<file path="config.mk">
export PLATFORM = sky130hd
export DESIGN_NAME = lz78c_cell
export DESIGN_NICKNAME = d
export VERILOG_FILES = /design/src/rtl/core/lz78c_pkg.sv /design/src/rtl/core/lz78c_cell.sv
export SDC_FILE = /design/constraint.sdc
export NUM_CORES = 1
export LEC_CHECK = 0
export BUFFER_PORTS_ARGS = -buffer_cell sky130_fd_sc_hd__buf_4
export CORE_ASPECT_RATIO = 0.7
export CORE_MARGIN = 4
export CORE_UTILIZATION = 65
export CTS_CLUSTER_SIZE = 10
export DETAILED_ROUTE_END_ITERATION = 7
export PLACE_DENSITY = 0.9
export SYNTH_ARGS = -nofsm -noshare
export SYNTH_HDL_FRONTEND = slang
export SYNTH_SLANG_ARGS = --single-unit
export TNS_END_PERCENT = 100
</file>
<file path="constraint.sdc">
create_clock -name clk -period 7.1 [get_ports clk]
set_clock_uncertainty 0.2 [all_clocks]
set_input_delay 1.065 -clock clk [delete_from_list [all_inputs] [get_ports clk]]
set_output_delay 1.065 -clock clk [all_outputs]
set_load 0.02 [all_outputs]
</file>
<file path="src/rtl/core/lz78c_pkg.sv">
package lz78c_pkg;

  localparam int DICT_ENTRIES = 4096;
  localparam int CODE_W       = $clog2(DICT_ENTRIES);
  localparam int NFC_W        = CODE_W + 1;
  localparam int BYTE_W       = 8;

  // each cell of the row holds a small group of dictionary entries
  localparam int CELL_LG      = 4;
  localparam int CELL_ENTRIES = 1 << CELL_LG;
  localparam int CELL_W       = CODE_W - CELL_LG;
  localparam int NUM_CELLS    = 1 << CELL_W;

  // search token handed from cell to cell
  typedef struct packed {
    logic              valid;
    logic              hit;
    logic [CODE_W-1:0] code;
  } tok_t;

  // search key, held steady while a token walks the row
  typedef struct packed {
    logic [CODE_W-1:0] parent;
    logic [BYTE_W-1:0] data;
    logic [NFC_W-1:0]  limit;
  } key_t;

  // dictionary insert, seen by every cell
  typedef struct packed {
    logic              en;
    logic [CODE_W-1:0] addr;
    logic [CODE_W-1:0] parent;
    logic [BYTE_W-1:0] data;
  } wr_t;

endpackage

</file>
<file path="src/rtl/core/lz78c_cell.sv">
module lz78c_cell
  import lz78c_pkg::*;
(
  input  logic              clk,
  input  logic              rst_n,
  input  logic [CELL_W-1:0] cell_id,
  input  key_t              key,
  input  wr_t               wr,
  input  tok_t              tok_in,
  output tok_t              tok_out
);

  logic [CODE_W-1:0]       ent_parent_r [CELL_ENTRIES];
  logic [BYTE_W-1:0]       ent_data_r   [CELL_ENTRIES];
  logic [CELL_ENTRIES-1:0] match;
  logic [CELL_LG-1:0]      loc;
  tok_t                    tok_r;
  tok_t                    tok_nxt;

  for (genvar j = 0; j < CELL_ENTRIES; j++) begin : g_ent
    logic [CODE_W-1:0] idx;
    assign idx = {cell_id, CELL_LG'(j)};

    // only codes 1 .. next free code minus one are live
    assign match[j] = (idx != '0) && ({1'b0, idx} < key.limit) &&
                      (ent_parent_r[j] == key.parent) && (ent_data_r[j] == key.data);
  end

  always_ff @(posedge clk) begin
    for (int j = 0; j < CELL_ENTRIES; j++) begin
      if (wr.en && (wr.addr == {cell_id, CELL_LG'(j)})) begin
        ent_parent_r[j] <= wr.parent;
        ent_data_r[j]   <= wr.data;
      end
    end
  end

  // lowest matching entry in this group
  always_comb begin
    loc = '0;
    for (int j = CELL_ENTRIES - 1; j >= 0; j--) begin
      if (match[j]) begin
        loc = CELL_LG'(j);
      end
    end
  end

  // an earlier cell's hit has the lower code and wins
  always_comb begin
    tok_nxt.valid = tok_in.valid;
    tok_nxt.hit   = tok_in.hit | (|match);
    tok_nxt.code  = tok_in.hit ? tok_in.code : {cell_id, loc};
  end

  always_ff @(posedge clk) begin
    if (!rst_n) begin
      tok_r <= '0;
    end else begin
      tok_r <= tok_nxt;
    end
  end

  assign tok_out = tok_r;

endmodule

</file>
==> flow_metrics.env <==
export IMPL_core_sq_um=22000
export IMPL_grt_max_degree=21
export IMPL_grt_most_used_layer="met2"
export IMPL_vias=9059
export IMPL_fmax_mhz=260
export IMPL_htreeDepth=2
export IMPL_synth_ff_type="edfxtp_1"
export IMPL_grt_pass1_wl_mm=58.5
export IMPL_met3_usage_pct=7.93
export IMPL_die_h_microns=134
export IMPL_p_leak_nw=5.52
export IMPL_tns_ns=0
export IMPL_setup_viol=0
export IMPL_period_minus_slack_ns=3.85
export IMPL_async_flop_share_pct=0
export IMPL_drive_above_1_share_pct=15.6
export IMPL_synth_edf_count=320
export IMPL_rows=45
export IMPL_place_area_sq_um=15700
export IMPL_layout_setup_ws_ns=3.25
export IMPL_die_area_sq_um=25100
export IMPL_worstSetupPathType="input pin to register"
export IMPL_syn_area_sq_um=14700
export IMPL_cts_tree="yes"
export IMPL_drc=0
export IMPL_vias_per_cell=6.55
export IMPL_worstSkewPairLatency_ns=0.53
export IMPL_synth_seq_cells=334
export IMPL_yosys_area_top_type="edfxtp_1"
export IMPL_use_met1_pct=46.9
export IMPL_synth_fp_nets=1082
export IMPL_status="finished clean"
export IMPL_vdd_drop_max_mv=0.239
export IMPL_post_cts_buffers=0
export IMPL_overflow=0
export IMPL_post_place_ws_ns=2.83
export IMPL_rsz0062_at_grt="false"
export IMPL_syn_mean_instance_area_sq_um=15.0
export IMPL_grt_pass1_vias=9071
export IMPL_cts_root_buf="clkbuf_16"
export IMPL_place_port_buffers=103
export IMPL_gp_congestion=0.957
export IMPL_syn2layout_area_growth_pct=13.9
export IMPL_nNetsFinal=1188
export IMPL_cts_buffer_depth=3
export IMPL_slew_headroom_pct=20.2
export IMPL_cp_arrival_ns=3.79
export IMPL_cp_end_kind="register"
export IMPL_worst_hold_slack_ns=0.579
export IMPL_slew_violations=0
export IMPL_ios=104
export IMPL_grt_use_met2_pct=48.9
export IMPL_stdcell_count=1384
export IMPL_ys_seq_area_share_pct=67.2
export IMPL_antenna_cells=0
export IMPL_timing_final_crit_share_pct=54.2
export IMPL_totalWireLength_mm=40.1
export IMPL_cts_buffers=39
export IMPL_start_util_pct=67.0
export IMPL_power_density_nw_per_um2=251
export IMPL_hold_viol_final=0
export IMPL_netlist_top_cells_area="edfxtp_1 65%, xnor2_1 11%, xor2_1 8.8%"
export IMPL_yosys_area_top_type_share_pct=65.3
export IMPL_drt_iter0_markers=1237
export IMPL_antenna_found_initial=0
export IMPL_worstMarginPinSlew_ns=1.20
export IMPL_cap_violations=0
export IMPL_ys_types=56
export IMPL_cts_sinks=334
export IMPL_hp_class="input pin to register"
export IMPL_cts_hold_buffers=0
export IMPL_cp_required_ns=7.04
export IMPL_cp_start_kind="input pin"
export IMPL_antenna_left=0
export IMPL_wl_per_cell_microns=29.0
export IMPL_critPathMaxFanout=20
export IMPL_dr_pass1_iters=5
export IMPL_design_area_sq_um=16800
export IMPL_synth_cells=983
export IMPL_ctsResizeCount=0
export IMPL_path_clk_slew_ns=0.06
export IMPL_placed_cells=1330
export IMPL_hpwl_mm=23.0
export IMPL_yosysWarningCount=0
export IMPL_grt_util_all_layers_pct=32.2
export IMPL_dieWidth_microns=188
==> final timing paths <==
check                     from             endpoint  slack [ns]  cells after the start
max                 cell_id[0]  ent_parent_r[0][42]        3.25                      6
min                 tok_in[13]          tok_out[13]        0.58                      2
max reg2reg  ent_data_r[1][35]           tok_out[1]        4.15                      8
min reg2reg  ent_data_r[0][16]           tok_out[1]        0.73                      6
==> cell families after synthesis <==
logic type                 Yosys count  synth area share, %
adders and majority gates            9                0.765
and+or+nand+nor                    211                 8.25
AOI/OAI and AO/OA                   40                 1.90
muxes                                8                0.544
DFF                                334                 67.2
buffers and inverters               53                 1.80
xor gates and xnor gates           328                 19.5
==> through the flow <==
| step | util (%) | total power, mW |
|---|---|---|
| 5_1_grt | 76.3 | 4.32 |
| 2_1_floorplan | - | 2.36 |
| 3_5_place_dp | 71.5 | 2.50 |
| 3_3_place_gp | 71.5 | 2.50 |
| 6_report | 76.3 | 4.20 |
| 4_1_cts | 76.3 | 4.20 |
==> layer usage <==
layer	share of wire (%)	vias up
met2	44	790
met5	0	-
li1	-	3790
met1	37	4358
met3	16	121
met4	3.4	0
==> critical path: stages <==
cell	delay, ns
buf_4	0.14
xor2_1	0.16
nor4_1	0.83
nor2b_1	0.27
or3b_2	0.56
nor2_2	0.77
==> registers in the layout, summed over array words and instances, names as in the netlist <==
signal        cells
tok_out          14
ent_data_r      128
ent_parent_r    192
==> placed cells by master, fill, tap and decap left out, types with 6 or more instances in the layout <==
cell,instances
nor2b_1,10
nand2_1,21
ha_1,9
clkbuf_1,12
o21ai_0,7
xor2_1,147
mux2i_1,8
buf_4,108
clkbuf_16,39
nor3_1,15
xnor2_1,181
nor4_1,46
inv_1,10
nand4_1,46
nand3_1,12
nor2_1,13
nor2_2,11
a211oi_1,6
edfxtp_1,320
dfxtp_1,14
a21oi_1,9
==> cell type report <==
| cell class | instances | area, sq um |
|---|---|---|
| Timing Repair Buffer | 108 | 811 |
| Clock inverter | 3 | 40.0 |
| Tap cell | 282 | 353 |
| Multi-Input combinational cell | 596 | 4600 |
| Inverter | 10 | 37.5 |
| Fill cell | 1269 | 5200 |
| Sequential cell | 334 | 9890 |
| Clock buffer | 51 | 1020 |
==> power breakdown <==
group	total (mW)	internal (mW)	switching, mW
Sequential	2.16	2.16	0.00149
Clock	1.73	0.998	0.730
Combinational	0.310	0.108	0.202
==> Yosys cell counts, drive strengths merged (3+ instances only) <==
cell and instances:
nand4 46, or3 3, nor2 24, nor3 16, or3b 3, inv 10, nor2b 10, mux2i 8
and2 3, o21ai 8, nor3b 4, nor4 46, edfxtp 320, ha 9, xnor2 181, nand3b 3
xor2 147, nand2 21, a211oi 7, a21oi 9, and3 5, or2 5, dfxtp 14, a21boi 3
buf 41, nand3 12
Note: power is estimated with default switching activity, not from simulation.
